==> src/rtl/sgsc_pkg.sv <==
// Shared types and constants of the servo gripper slew controller.
// No dependencies; every RTL file of the block imports this package.
`default_nettype none

package sgsc_pkg;

    // Command codes carried in s_tuser
    localparam logic [3:0] CMD_TICK        = 4'd0;
    localparam logic [3:0] CMD_MOVE_TO     = 4'd1;
    localparam logic [3:0] CMD_OPEN        = 4'd2;
    localparam logic [3:0] CMD_CLOSE       = 4'd3;
    localparam logic [3:0] CMD_STOP        = 4'd4;
    localparam logic [3:0] CMD_ESTOP       = 4'd5;
    localparam logic [3:0] CMD_CLEAR_ESTOP = 4'd6;
    localparam logic [3:0] CMD_ATTACH      = 4'd7;
    localparam logic [3:0] CMD_DETACH      = 4'd8;
    localparam logic [3:0] CMD_BEGIN       = 4'd9;

    // Register indexes (byte address = 4 * index)
    localparam logic [2:0] REG_MIN_ANGLE   = 3'd0;
    localparam logic [2:0] REG_MAX_ANGLE   = 3'd1;
    localparam logic [2:0] REG_MIN_PULSE   = 3'd2;
    localparam logic [2:0] REG_MAX_PULSE   = 3'd3;
    localparam logic [2:0] REG_SLEW_SPEED  = 3'd4;
    localparam logic [2:0] REG_OPEN_ANGLE  = 3'd5;
    localparam logic [2:0] REG_CLOSE_ANGLE = 3'd6;
    localparam logic [2:0] REG_HOME_ANGLE  = 3'd7;

    // Register reset values
    localparam logic [15:0] RST_MIN_ANGLE   = 16'd0;
    localparam logic [15:0] RST_MAX_ANGLE   = 16'd46080;
    localparam logic [11:0] RST_MIN_PULSE   = 12'd500;
    localparam logic [11:0] RST_MAX_PULSE   = 12'd2500;
    localparam logic [17:0] RST_SLEW_SPEED  = 18'd23040;
    localparam logic [15:0] RST_OPEN_ANGLE  = 16'd23040;
    localparam logic [15:0] RST_CLOSE_ANGLE = 16'd0;
    localparam logic [15:0] RST_HOME_ANGLE  = 16'd23040;

    localparam int DT_LIMIT  = 500;
    localparam int SPEED_DIV = 1000;

    // Serial divider sizes: numerator and divisor widths
    localparam int DIV_W = 30;
    localparam int DEN_W = 17;
    localparam int CNT_W = $clog2(DIV_W);

    typedef enum logic [3:0] {
        ST_IDLE,
        ST_EXEC,
        ST_STEP_MUL,
        ST_STEP_GO,
        ST_STEP_WAIT,
        ST_MAP_MUL,
        ST_MAP_GO,
        ST_MAP_WAIT,
        ST_FINISH
    } state_t;

    function automatic logic [15:0] clamp_angle(input logic [15:0] a,
                                                input logic [15:0] lo,
                                                input logic [15:0] hi);
        if (a < lo) begin
            return lo;
        end else if (a > hi) begin
            return hi;
        end else begin
            return a;
        end
    endfunction

endpackage

`default_nettype wire

==> src/rtl/sgsc_div.sv <==
// Bit-serial restoring divider, one quotient bit per cycle.
// Depends on sgsc_pkg for the operand widths.
`default_nettype none

module sgsc_div (
    input  wire logic                      aclk,
    input  wire logic                      aresetn,
    input  wire logic                      start,
    input  wire logic [sgsc_pkg::DIV_W-1:0] num,
    input  wire logic [sgsc_pkg::DEN_W-1:0] den,
    output logic                           done,
    output logic [sgsc_pkg::DIV_W-1:0]      quot
);
    import sgsc_pkg::*;

    logic [DEN_W-1:0] rem_reg, rem_next;
    logic [DIV_W-1:0] qs_reg, qs_next;
    logic [DEN_W-1:0] den_reg;
    logic [CNT_W-1:0] cnt_reg;
    logic             busy_reg, done_reg;
    logic [DEN_W:0]   trial;
    logic             ge;

    // Shift the next numerator bit into the remainder and try a subtract
    always_comb begin
        trial    = {rem_reg, qs_reg[DIV_W-1]};
        ge       = trial >= {1'b0, den_reg};
        rem_next = ge ? DEN_W'(trial - {1'b0, den_reg}) : trial[DEN_W-1:0];
        qs_next  = {qs_reg[DIV_W-2:0], ge};
    end

    always_ff @(posedge aclk) begin
        if (!aresetn) begin
            busy_reg <= 1'b0;
            done_reg <= 1'b0;
            cnt_reg  <= '0;
        end else begin
            done_reg <= 1'b0;
            if (start) begin
                busy_reg <= 1'b1;
                cnt_reg  <= CNT_W'(DIV_W - 1);
            end else if (busy_reg) begin
                cnt_reg <= cnt_reg - 1'b1;
                if (cnt_reg == '0) begin
                    busy_reg <= 1'b0;
                    done_reg <= 1'b1;
                end
            end
        end
    end

    always_ff @(posedge aclk) begin
        if (start) begin
            rem_reg <= '0;
            qs_reg  <= num;
            den_reg <= den;
        end else if (busy_reg) begin
            rem_reg <= rem_next;
            qs_reg  <= qs_next;
        end
    end

    assign done = done_reg;
    assign quot = qs_reg;

endmodule

`default_nettype wire

==> src/rtl/servo_gripper_slew_controller.sv <==
// Top level of the servo gripper slew controller: register file, command
// sequencer and result register. Depends on sgsc_pkg and sgsc_div.
`default_nettype none

// Usage:
// Commands enter on the s_ channel, one transaction per command: s_tuser
// holds the command code, s_tdata the goal angle and millisecond time.
// Each command yields exactly one result transaction on the m_ channel with
// the angle, target, pulse width and status flags after that command.
// Registers are to be written through the APB-style port only while the block
// is idle; the block itself does not enforce this. A command's result waits
// on the shared bit-serial divider: on a tick that moves the servo one
// division scales the slew step by 1000, and for every command a second
// maps the angle to a rounded pulse width, unless the angle span is empty.
// One command is in work at a time; s_tready rises again as soon as the
// result is loaded into the output register, so the next command can be
// accepted while the result still waits for m_tready.
// A stalled receiver holds the result steady and, once the next command
// is finished, holds the sequencer in its last state until the output
// register frees up.
// Reset (aresetn low, synchronous) restores register defaults, puts angle
// and target at the home angle, detaches the servo, clears the emergency
// stop and marks the last pulse as unsent.
module servo_gripper_slew_controller (
    input  wire logic        aclk,
    input  wire logic        aresetn,
    // s_tdata: goal_angle[15:0], now_ms[47:16]
    input  wire logic [47:0] s_tdata,
    // s_tuser: command[3:0]
    input  wire logic [3:0]  s_tuser,
    input  wire logic        s_tvalid,
    output logic             s_tready,
    // m_tdata: position[15:0], goal[31:16], pulse_us[43:32], pulse_write[44],
    //          is_attached[45], is_moving[46], estop_active[47]
    output logic [47:0]      m_tdata,
    output logic             m_tvalid,
    input  wire logic        m_tready,
    input  wire logic        psel,
    input  wire logic        penable,
    input  wire logic        pwrite,
    input  wire logic [4:0]  paddr,
    input  wire logic [31:0] pwdata,
    output logic [31:0]      prdata,
    output logic             pready
);
    import sgsc_pkg::*;

    // Configuration registers
    logic [15:0] min_angle_reg, max_angle_reg, open_angle_reg;
    logic [15:0] close_angle_reg, home_angle_reg;
    logic [11:0] min_pulse_reg, max_pulse_reg;
    logic [17:0] slew_speed_reg;

    // Controller state
    state_t      state_reg, state_next;
    logic [15:0] cur_reg, tgt_reg;
    logic [11:0] last_pulse_reg;
    logic        last_valid_reg;
    logic [31:0] last_time_reg;
    logic        att_reg, estop_reg;

    // Captured command
    logic [3:0]  cmd_reg;
    logic [15:0] goal_in_reg;
    logic [31:0] now_reg;

    // Datapath registers
    logic [8:0]  dtc_reg;
    logic [26:0] step_prod_reg;
    logic [27:0] map_prod_reg;
    logic [15:0] span_reg;
    logic        pneg_reg;
    logic [11:0] pulse_reg;

    // Output register
    logic [47:0] m_tdata_reg;
    logic        m_tvalid_reg;

    logic              cfg_wr;
    logic              s_acc;
    logic              out_free;
    logic              div_start, div_done;
    logic [DIV_W-1:0]  div_num, div_quot;
    logic [DEN_W-1:0]  div_den;
    logic [31:0]       dt;
    logic [8:0]        dtc;
    logic              motion;
    logic [15:0]       gap;
    logic [15:0]       d_clamped, off;
    logic [11:0]       pmag;
    logic              pneg, span_empty;
    logic [29:0]       a2, span30;
    logic [29:0]       map_num;
    logic              pulse_check, wrote;
    logic [15:0]       home_clamped;

    assign cfg_wr   = psel && penable && pwrite && pready;
    assign pready   = 1'b1;
    assign s_acc    = s_tvalid && s_tready;
    assign out_free = !m_tvalid_reg || m_tready;

    // ---------------- register file ----------------
    always_ff @(posedge aclk) begin
        if (!aresetn) begin
            min_angle_reg   <= RST_MIN_ANGLE;
            max_angle_reg   <= RST_MAX_ANGLE;
            min_pulse_reg   <= RST_MIN_PULSE;
            max_pulse_reg   <= RST_MAX_PULSE;
            slew_speed_reg  <= RST_SLEW_SPEED;
            open_angle_reg  <= RST_OPEN_ANGLE;
            close_angle_reg <= RST_CLOSE_ANGLE;
            home_angle_reg  <= RST_HOME_ANGLE;
        end else if (cfg_wr) begin
            case (paddr[4:2])
                REG_MIN_ANGLE:   min_angle_reg   <= pwdata[15:0];
                REG_MAX_ANGLE:   max_angle_reg   <= pwdata[15:0];
                REG_MIN_PULSE:   min_pulse_reg   <= pwdata[11:0];
                REG_MAX_PULSE:   max_pulse_reg   <= pwdata[11:0];
                REG_SLEW_SPEED:  slew_speed_reg  <= pwdata[17:0];
                REG_OPEN_ANGLE:  open_angle_reg  <= pwdata[15:0];
                REG_CLOSE_ANGLE: close_angle_reg <= pwdata[15:0];
                REG_HOME_ANGLE:  home_angle_reg  <= pwdata[15:0];
                default: ;
            endcase
        end
    end

    always_comb begin
        case (paddr[4:2])
            REG_MIN_ANGLE:   prdata = {16'd0, min_angle_reg};
            REG_MAX_ANGLE:   prdata = {16'd0, max_angle_reg};
            REG_MIN_PULSE:   prdata = {20'd0, min_pulse_reg};
            REG_MAX_PULSE:   prdata = {20'd0, max_pulse_reg};
            REG_SLEW_SPEED:  prdata = {14'd0, slew_speed_reg};
            REG_OPEN_ANGLE:  prdata = {16'd0, open_angle_reg};
            REG_CLOSE_ANGLE: prdata = {16'd0, close_angle_reg};
            REG_HOME_ANGLE:  prdata = {16'd0, home_angle_reg};
            default:         prdata = 32'd0;
        endcase
    end

    // ---------------- combinational datapath ----------------
    always_comb begin
        // Elapsed time wraps modulo 2^32; limit it to the maximum step window
        dt     = now_reg - last_time_reg;
        dtc    = (dt > 32'(DT_LIMIT)) ? 9'(DT_LIMIT) : dt[8:0];
        motion = att_reg && (tgt_reg != cur_reg) && (dt != 32'd0);
        gap    = (tgt_reg > cur_reg) ? tgt_reg - cur_reg : cur_reg - tgt_reg;

        home_clamped = clamp_angle(home_angle_reg, min_angle_reg, max_angle_reg);

        // Angle to pulse mapping operands
        span_empty = min_angle_reg >= max_angle_reg;
        d_clamped  = clamp_angle(cur_reg, min_angle_reg, max_angle_reg);
        off        = d_clamped - min_angle_reg;
        pneg       = max_pulse_reg < min_pulse_reg;
        pmag       = pneg ? min_pulse_reg - max_pulse_reg : max_pulse_reg - min_pulse_reg;

        // Add half a step, then truncate toward zero on the result sign
        a2     = {1'b0, map_prod_reg, 1'b0};
        span30 = {14'd0, span_reg};
        if (!pneg_reg) begin
            map_num = a2 + span30;
        end else if (a2 > span30) begin
            map_num = a2 - span30;
        end else begin
            map_num = '0;
        end

        pulse_check = att_reg && ((cmd_reg == CMD_TICK) || (cmd_reg == CMD_ATTACH) ||
                                  (cmd_reg == CMD_BEGIN));
        wrote       = pulse_check && (!last_valid_reg || (pulse_reg != last_pulse_reg));
    end

    // ---------------- sequencer: next state ----------------
    always_comb begin
        state_next = state_reg;
        case (state_reg)
            ST_IDLE:      if (s_acc) state_next = ST_EXEC;
            ST_EXEC:      state_next = (cmd_reg == CMD_TICK && motion) ? ST_STEP_MUL
                                                                       : ST_MAP_MUL;
            ST_STEP_MUL:  state_next = ST_STEP_GO;
            ST_STEP_GO:   state_next = ST_STEP_WAIT;
            ST_STEP_WAIT: if (div_done) state_next = ST_MAP_MUL;
            ST_MAP_MUL:   state_next = span_empty ? ST_FINISH : ST_MAP_GO;
            ST_MAP_GO:    state_next = ST_MAP_WAIT;
            ST_MAP_WAIT:  if (div_done) state_next = ST_FINISH;
            ST_FINISH:    if (out_free) state_next = ST_IDLE;
            default:      state_next = ST_IDLE;
        endcase
    end

    // ---------------- sequencer: outputs ----------------
    always_comb begin
        s_tready  = 1'b0;
        div_start = 1'b0;
        div_num   = map_num;
        div_den   = {span_reg, 1'b0};
        case (state_reg)
            ST_IDLE:    s_tready = 1'b1;
            ST_STEP_GO: begin
                div_start = 1'b1;
                div_num   = DIV_W'(step_prod_reg);
                div_den   = DEN_W'(SPEED_DIV);
            end
            ST_MAP_GO:  div_start = 1'b1;
            default: ;
        endcase
    end

    always_ff @(posedge aclk) begin
        if (!aresetn) begin
            state_reg <= ST_IDLE;
        end else begin
            state_reg <= state_next;
        end
    end

    // ---------------- controller state ----------------
    always_ff @(posedge aclk) begin
        if (!aresetn) begin
            cur_reg        <= RST_HOME_ANGLE;
            tgt_reg        <= RST_HOME_ANGLE;
            last_pulse_reg <= '0;
            last_valid_reg <= 1'b0;
            last_time_reg  <= '0;
            att_reg        <= 1'b0;
            estop_reg      <= 1'b0;
        end else begin
            case (state_reg)
                ST_EXEC: begin
                    case (cmd_reg)
                        CMD_TICK: last_time_reg <= now_reg;
                        CMD_MOVE_TO: if (att_reg && !estop_reg)
                            tgt_reg <= clamp_angle(goal_in_reg, min_angle_reg, max_angle_reg);
                        CMD_OPEN: if (att_reg && !estop_reg)
                            tgt_reg <= clamp_angle(open_angle_reg, min_angle_reg, max_angle_reg);
                        CMD_CLOSE: if (att_reg && !estop_reg)
                            tgt_reg <= clamp_angle(close_angle_reg, min_angle_reg, max_angle_reg);
                        CMD_STOP: tgt_reg <= cur_reg;
                        CMD_ESTOP: begin
                            estop_reg <= 1'b1;
                            tgt_reg   <= cur_reg;
                        end
                        CMD_CLEAR_ESTOP: estop_reg <= 1'b0;
                        CMD_ATTACH: if (!att_reg) begin
                            att_reg        <= 1'b1;
                            last_valid_reg <= 1'b0;
                            last_time_reg  <= now_reg;
                        end
                        CMD_DETACH: begin
                            att_reg <= 1'b0;
                            tgt_reg <= cur_reg;
                        end
                        CMD_BEGIN: begin
                            cur_reg       <= home_clamped;
                            tgt_reg       <= home_clamped;
                            last_time_reg <= now_reg;
                            if (!att_reg) begin
                                att_reg        <= 1'b1;
                                last_valid_reg <= 1'b0;
                            end
                        end
                        default: ;
                    endcase
                end
                ST_STEP_WAIT: if (div_done) begin
                    // Land on the target when the step covers the distance
                    if (div_quot >= DIV_W'(gap)) begin
                        cur_reg <= tgt_reg;
                    end else if (tgt_reg > cur_reg) begin
                        cur_reg <= cur_reg + div_quot[15:0];
                    end else begin
                        cur_reg <= cur_reg - div_quot[15:0];
                    end
                end
                ST_FINISH: if (out_free && wrote) begin
                    last_pulse_reg <= pulse_reg;
                    last_valid_reg <= 1'b1;
                end
                default: ;
            endcase
        end
    end

    // ---------------- payload registers ----------------
    always_ff @(posedge aclk) begin
        if (s_acc) begin
            cmd_reg     <= s_tuser;
            goal_in_reg <= s_tdata[15:0];
            now_reg     <= s_tdata[47:16];
        end
        if (state_reg == ST_EXEC) begin
            dtc_reg <= dtc;
        end
        if (state_reg == ST_STEP_MUL) begin
            step_prod_reg <= 27'(slew_speed_reg) * 27'(dtc_reg);
        end
        if (state_reg == ST_MAP_MUL) begin
            map_prod_reg <= 28'(off) * 28'(pmag);
            span_reg     <= max_angle_reg - min_angle_reg;
            pneg_reg     <= pneg;
            if (span_empty) begin
                pulse_reg <= 12'(({1'b0, min_pulse_reg} + {1'b0, max_pulse_reg}) >> 1);
            end
        end
        if (state_reg == ST_MAP_WAIT && div_done) begin
            pulse_reg <= pneg_reg ? min_pulse_reg - div_quot[11:0]
                                  : min_pulse_reg + div_quot[11:0];
        end
    end

    // ---------------- output register ----------------
    always_ff @(posedge aclk) begin
        if (!aresetn) begin
            m_tvalid_reg <= 1'b0;
        end else if (state_reg == ST_FINISH && out_free) begin
            m_tvalid_reg <= 1'b1;
        end else if (m_tready) begin
            m_tvalid_reg <= 1'b0;
        end
    end

    always_ff @(posedge aclk) begin
        if (state_reg == ST_FINISH && out_free) begin
            m_tdata_reg <= {estop_reg, (tgt_reg != cur_reg), att_reg, wrote,
                            pulse_reg, tgt_reg, cur_reg};
        end
    end

    assign m_tdata  = m_tdata_reg;
    assign m_tvalid = m_tvalid_reg;

    sgsc_div u_div (
        .aclk    (aclk),
        .aresetn (aresetn),
        .start   (div_start),
        .num     (div_num),
        .den     (div_den),
        .done    (div_done),
        .quot    (div_quot)
    );

`ifndef SYNTHESIS
    // A result never asks for a pulse write on a detached servo
    assert property (@(posedge aclk) disable iff (!aresetn)
        m_tvalid |-> (!m_tdata[44] || m_tdata[45]))
        else $error("pulse write reported while detached");

    // The moving flag agrees with the reported angle and target
    assert property (@(posedge aclk) disable iff (!aresetn)
        m_tvalid |-> (m_tdata[46] == (m_tdata[31:16] != m_tdata[15:0])))
        else $error("moving flag disagrees with position and goal");

    // An accepted command closes the input until its result is loaded
    assert property (@(posedge aclk) disable iff (!aresetn)
        (s_tvalid && s_tready) |=> !s_tready)
        else $error("input reopened before command finished");

    // The divider only finishes while the sequencer waits for it
    assert property (@(posedge aclk) disable iff (!aresetn)
        div_done |-> (state_reg == ST_STEP_WAIT || state_reg == ST_MAP_WAIT))
        else $error("divider finished outside a wait state");
`endif

endmodule

`default_nettype wire

==> config.mk <==
export PLATFORM = sky130hd
export DESIGN_NAME = servo_gripper_slew_controller
export DESIGN_NICKNAME = d
export VERILOG_FILES = /design/src/rtl/sgsc_pkg.sv /design/src/rtl/sgsc_div.sv /design/src/rtl/servo_gripper_slew_controller.sv
export SDC_FILE = /design/constraint.sdc
export NUM_CORES = 2
export LEC_CHECK = 0
export BUFFER_PORTS_ARGS = -buffer_cell sky130_fd_sc_hd__buf_2
export CAP_MARGIN = 10
export CORE_ASPECT_RATIO = 1.4
export CORE_UTILIZATION = 35
export CTS_CLUSTER_DIAMETER = 200
export CTS_CLUSTER_SIZE = 25
export DETAILED_ROUTE_END_ITERATION = 10
export PLACE_DENSITY = 0.52
export SLEW_MARGIN = 20
export SYNTH_ARGS = -nofsm -noshare
export SYNTH_HDL_FRONTEND = slang
export SYNTH_SLANG_ARGS = --single-unit
==> constraint.sdc <==
create_clock -name aclk -period 29.1 [get_ports aclk]
set_input_delay 1.455 -clock aclk [delete_from_list [all_inputs] [get_ports aclk]]
set_output_delay 1.455 -clock aclk [all_outputs]
set_load 0.005 [all_outputs]
# ---- After elaboration in Yosys (flattened, before gate mapping)
# Index checks and enable logic that the tools add are counted.
dict set report totals {
  regBits 470
  inputBits 96
  output_inout_bits 83
  word_cells 224
}
dict set report op_classes {
  n_addsub 16
  multipliers 2
  n_lt_le_gt_ge 17
  n_eq_ne 38
  mux 57
  bitwise_logic 2
  reduce_logical 57
}
# op count
set op_table {}
lappend op_table {{two-way mux 16 bit} 18}
lappend op_table {{one-hot mux 32 bit (8 select lines)} 1}
lappend op_table {{two-way mux 30 bit} 5}
lappend op_table {{> comparator 16 bit} 6}
lappend op_table {{less-than comparator 16 bit} 5}
lappend op_table {{one-hot mux 16 bit (5 select lines)} 1}
lappend op_table {{subtractor 16 bit} 5}
lappend op_table {{one-hot mux 32 bit (2 select lines)} 1}
lappend op_table {{two-way mux 12 bit} 5}
lappend op_table {{one-hot mux 4 bit (9 select lines)} 1}
lappend op_table {{subtractor 12 bit} 3}
lappend op_table {{== test 4 x 3 -> 1 bit (second input constant)} 8}
lappend op_table {{> comparator 32 x 9 -> 1 bit (second input constant)} 1}
lappend op_table {{two-way mux 32 bit} 1}
lappend op_table {{one-hot mux 16 bit (2 select lines)} 1}
lappend op_table {{nonzero test 32 bit} 1}
lappend op_table {{subtractor 32 bit} 1}
lappend op_table {{adder 29 x 16 -> 30 bit} 1}
lappend op_table {{greater-or-equal comparator 30 x 16 -> 1 bit} 1}
lappend op_table {{subtractor 29 x 16 -> 30 bit} 1}
lappend op_table {{> comparator 29 x 16 -> 1 bit} 1}
lappend op_table {{multiplier 16 x 12 -> 28 bit} 1}
lappend op_table {{multiplier 18 x 9 -> 27 bit} 1}
lappend op_table {{AND reduction 2 bit} 12}
lappend op_table {{38 further kinds} 107}

# ---- Logic depth before layout (Yosys ltp)
dict set report logic_depth {
  depth_word 8
  depth_mapped 44
  ltp_nobuf 44
}

# ---- Cells and area by module
# Synthesis repeated with hierarchy kept, for this count alone.
dict set report unflattened {
  cells_unflattened 5252
  area_unflattened_um2 45668.8
}
# mod n_inst cells_each area_each_um2 seq_area_each_um2
set by_module_without_submodules {}
lappend by_module_without_submodules {servo_gripper_slew_controller 1 4933 41981.5 9919.5}
lappend by_module_without_submodules {sgsc_div 1 319 3687.3 1891.8}

# ---- Worst setup path after synthesis
# No wires, ideal clock.
dict set report synth_path {
  path_kind {register to register}
  start {register max_angle_reg[1]}
  end {register map_prod_reg[26], data pin}
  setup_time_ns 0.259
  t_arrival_ns 9.734
  required_ns 28.841
  setup_slack_ns 19.108
  stages_incl_launch_ff 41
  n_path_buf 1
  period_less_slack_ns 9.992
  cell_sequence {dfxtp_1 > inv_1 > ha_1 > nor2b_1 > o21a_1 > o21a_1 > o21ai_0 > a21boi_0 > a2111oi_0 > o21ai_1 > clkbuf_1 > mux2i_1 > o21ai_0 > fa_1 > a21o_1 > a21oi_1 > o21bai_1 > a21oi_1 > [5 not listed] > xor2_1 > nand2_1 > fa_1 > inv_1 > fa_1 > fa_1 > fa_1 > inv_1 > fa_1 > inv_1 > ha_1 > and2_1 > or3_1 > or4_1 > nand2_1 > o21ai_0 > o211ai_1 > xnor2_1}
}
dict set report synth_between {
  elab_chain_cells 5
}
# element line
set synth_lines {}
lappend synth_lines {{from (decl)} servo_gripper_slew_controller.sv:49} ;# logic [15:0] min_angle_reg, max_angle_reg, open_angle_reg;
lappend synth_lines {{from (signal assigned)} servo_gripper_slew_controller.sv:116} ;# REG_MAX_ANGLE: max_angle_reg <= pwdata[15:0];
lappend synth_lines {{> comparator 16 bit} sgsc_pkg.sv:64} ;# end else if (a > hi) begin
lappend synth_lines {{two-way mux 16 bit *} sgsc_pkg.sv:64}
lappend synth_lines {{two-way mux 16 bit *} sgsc_pkg.sv:62} ;# if (a < lo) begin
lappend synth_lines {{subtractor 16 bit *} servo_gripper_slew_controller.sv:155} ;# off = d_clamped - min_angle_reg;
lappend synth_lines {{multiplier 16 x 12 -> 28 bit *} servo_gripper_slew_controller.sv:300} ;# map_prod_reg <= 28'(off) * 28'(pmag);
lappend synth_lines {{to (signal assigned)} servo_gripper_slew_controller.sv:300}
lappend synth_lines {{to (decl)} servo_gripper_slew_controller.sv:70} ;# logic [27:0] map_prod_reg;
# Mark *: on every way between the ends. The rest lies on a longest branch, timed or not.
# A chain may end at the register's enable or synchronous reset.

# ---- Final worst setup path
dict set report layout_path {
  start {register max_angle_reg[9]}
  end {register map_prod_reg[26], data pin}
}
# The elaborated chain is that of the path after synthesis.

==> run metrics <==
fin crit period=11.79 ns; Slew HR=25.2%; Setup-failing EPs final=0; Data arrival, critical path=12.17 ns; share of cells above drive strength 1=6.47%; Logic pwr share=56.3%; CP required=29.48 ns; status=finished clean; worst skew pair latency=0.64 ns; main area contributors after synthesis=edfxtp_1 (16%), ha_1 (13%), fa_1 (12%); Critical Path End Type=flop; Hold Fails Final Rpt=0; maxcap violations=0; Root Driver=clkbuf_16; Worst Reg-to-Reg Cells=42; pin count of the biggest net entering global routing=97; Yosys top cell by area=edfxtp_1; Setup Skew=0.0298 ns; setup tns final=0 ns; Sink Count=469; TritonCTS Buffers=22; most used cell, CP=fa_1; most frequent cells in the layout=nand2_1 (661), inv_1 (514), ha_1 (488); NetSw=0.00117 W; FFs w/ async S/R, synth=0%; DR DRC count=0; Worst-Margin Slew=1.12 ns; final worst-path cycle share=40.5%; antenna-violating nets left=0; DR vias=38800; placed wire-length estimate=130000 um; placed cell area=47800 um2; Max Buffers Root-to-Sink=3; core area=128000 um2; Die H=428 um; Pleak=20.4 nW; Worst Hold Depth=2; Hold Buf Count CTS=0; Cell Pwr Density=56.8 nW/um2; RR Startpoint=max_angle_reg[9]; Post-synth EDFFs=239; ys flop type=edfxtp_1; initial antenna violation count=19; gr ovfl total=0; Int Power=0.00158 W; worst setup path class=flop to flop; register area share after synthesis=26.0%; row count=155; hold endpoint=slew_speed_reg[7]; maximum VDD drop=0.102 mV; dpl ws=17.46 ns; peak fanout along the critical path=16; DRT iter0 DRCs=2830; biggest cell delay along the critical path=0.66 ns; worst reg2reg setup slack=17.31 ns; Fillers=13400; vias in the first global route=37800; area grow syn2layout=7.09%; vias per cell=5.56; Ys Warns=0; worst min path class=flop to flop; RSZ-0062 raised after global routing=false; # IOs=179; CP max stage cell=dfxtp_1; WL per Instance=23.8 um; count of port buffers added during placement=147; Die Width=306 um; sequential power share=29.5%; Final GP Congestion=0.938; Gates resized, CTS repair=0; switching part of the total=42.6%; Netlist cell types=98; wire length after detailed routing=166000 um; CTS tree=built; design area=48500 um2; Final Worst Setup Slack=17.31 ns; fmax=84.8 MHz; reg2reg end=map_prod_reg[26]; GRT Total Usage=24.8%; Final Max Tran Viols=0; Synth top area share=15.8%; Pre-antenna DRT Iters=6; #FFs+latches synth=469; hold path start=slew_speed_reg[7]; max reg flops=48; die area=131000 um2; Layout Nets=6165; fin util=37.9%; syn_area_per_cell=8.55 um2; Mapped Area=45300 um2; H-tree levels=1; CTS clk-pin slew, worst paths=0.11 ns; WHS=0.475 ns; first-pass GRT wire length=243000 um; crit start category=flop; Syn Inst Count=5297; Clock Power Share=14.3%; commonest non-fill, non-tap cell in the layout=nand2_1; Initial Util=35.4%; Post-CTS Setup Inserts=0
-- power groups by stage --
stage                     Sequential, W  Clock (W)  Combinational, W
after floorplan                0.000805          0           0.00121
after global placement         0.000826          0           0.00154
after detailed placement       0.000827          0           0.00155
after CTS                      0.000811   0.000407           0.00156
after global routing           0.000814   0.000425           0.00177
final                          0.000812   0.000393           0.00155
-- logic make-up after synthesis --
logic type / synth area share [%]
muxes: 3.57
AOI/OAI and AO/OA: 17.8
and+or+nand+nor: 16.7
DFF: 26.0
other: 0.0166
buffers and inverters: 6.57
adders and majority gates: 25.2
xor gates and xnor gates: 4.04
-- routing by layer --
metal | vias up | GRT usage (%) | share of wire, % | routed length, um
met3 | 342 | 2.90 | 5.2 | 8700
met5 | - | 0 | 0.096 | 160
met4 | 24 | 11.9 | 5.4 | 8960
met2 | 1244 | 44.4 | 49 | 82100
met1 | 18800 | 29.4 | 40 | 66400
li1 | 18400 | - | - | -
-- cells in the mapped netlist (all sizes together) (94+ instances only) --
library cell / count
o21ai: 263
nand2: 662
nor2: 445
dfxtp: 230
a21oi: 405
nand3: 94
a21o: 94
xnor2: 149
ha: 488
mux2i: 134
edfxtp: 239
clkbuf: 217
fa: 266
inv: 517
-- layout make-up --
| class | instances | area (um2) | share of cell area (%) |
|---|---|---|---|
| multi-input combinational | 4072 | 30700 | 63.3 |
| sequential | 469 | 11800 | 24.3 |
| tap | 1648 | 2060 | 4.25 |
| inverter | 519 | 1950 | 4.03 |
| timing repair buffer | 231 | 1370 | 2.82 |
| clock buffer | 38 | 632 | 1.30 |
| clock inverter | 1 | 8.76 | 0.0181 |
| antenna | 3 | 7.51 | 0.0155 |
-- worst max-delay path, delay by kind of cell (launching register included) --
| family | cells | cell delay (ns) |
|---|---|---|
| buf+inv | 6 | 0.89 |
| mux | 1 | 0.29 |
| compound gates | 17 | 3.70 |
| fa+ha+maj | 9 | 3.95 |
| xor+xnor | 2 | 0.63 |
| flops | 1 | 0.66 |
| simple gates | 7 | 1.39 |
-- through the flow --
stage	std cells	total power, W
after floorplan	5310	0.00201
after global placement	6939	0.00237
after detailed placement	6939	0.00238
after CTS	6978	0.00278
after global routing	6981	0.00301
final	6981	0.00275
-- how the worst max path moves through the flow --
stage	end	start	slack, ns	depth (start not counted)
final	map_prod_reg[26]	max_angle_reg[9]	17.31	42
after global routing	map_prod_reg[26]	max_angle_reg[9]	16.81	42
after CTS	map_prod_reg[26]	max_angle_reg[4]	17.41	42
after detailed placement	map_prod_reg[26]	max_angle_reg[9]	17.46	42
after global placement	map_prod_reg[26]	max_angle_reg[9]	17.45	42
after floorplan	map_prod_reg[26]	max_angle_reg[1]	19.11	40
(Power assumes the default switching activity.)
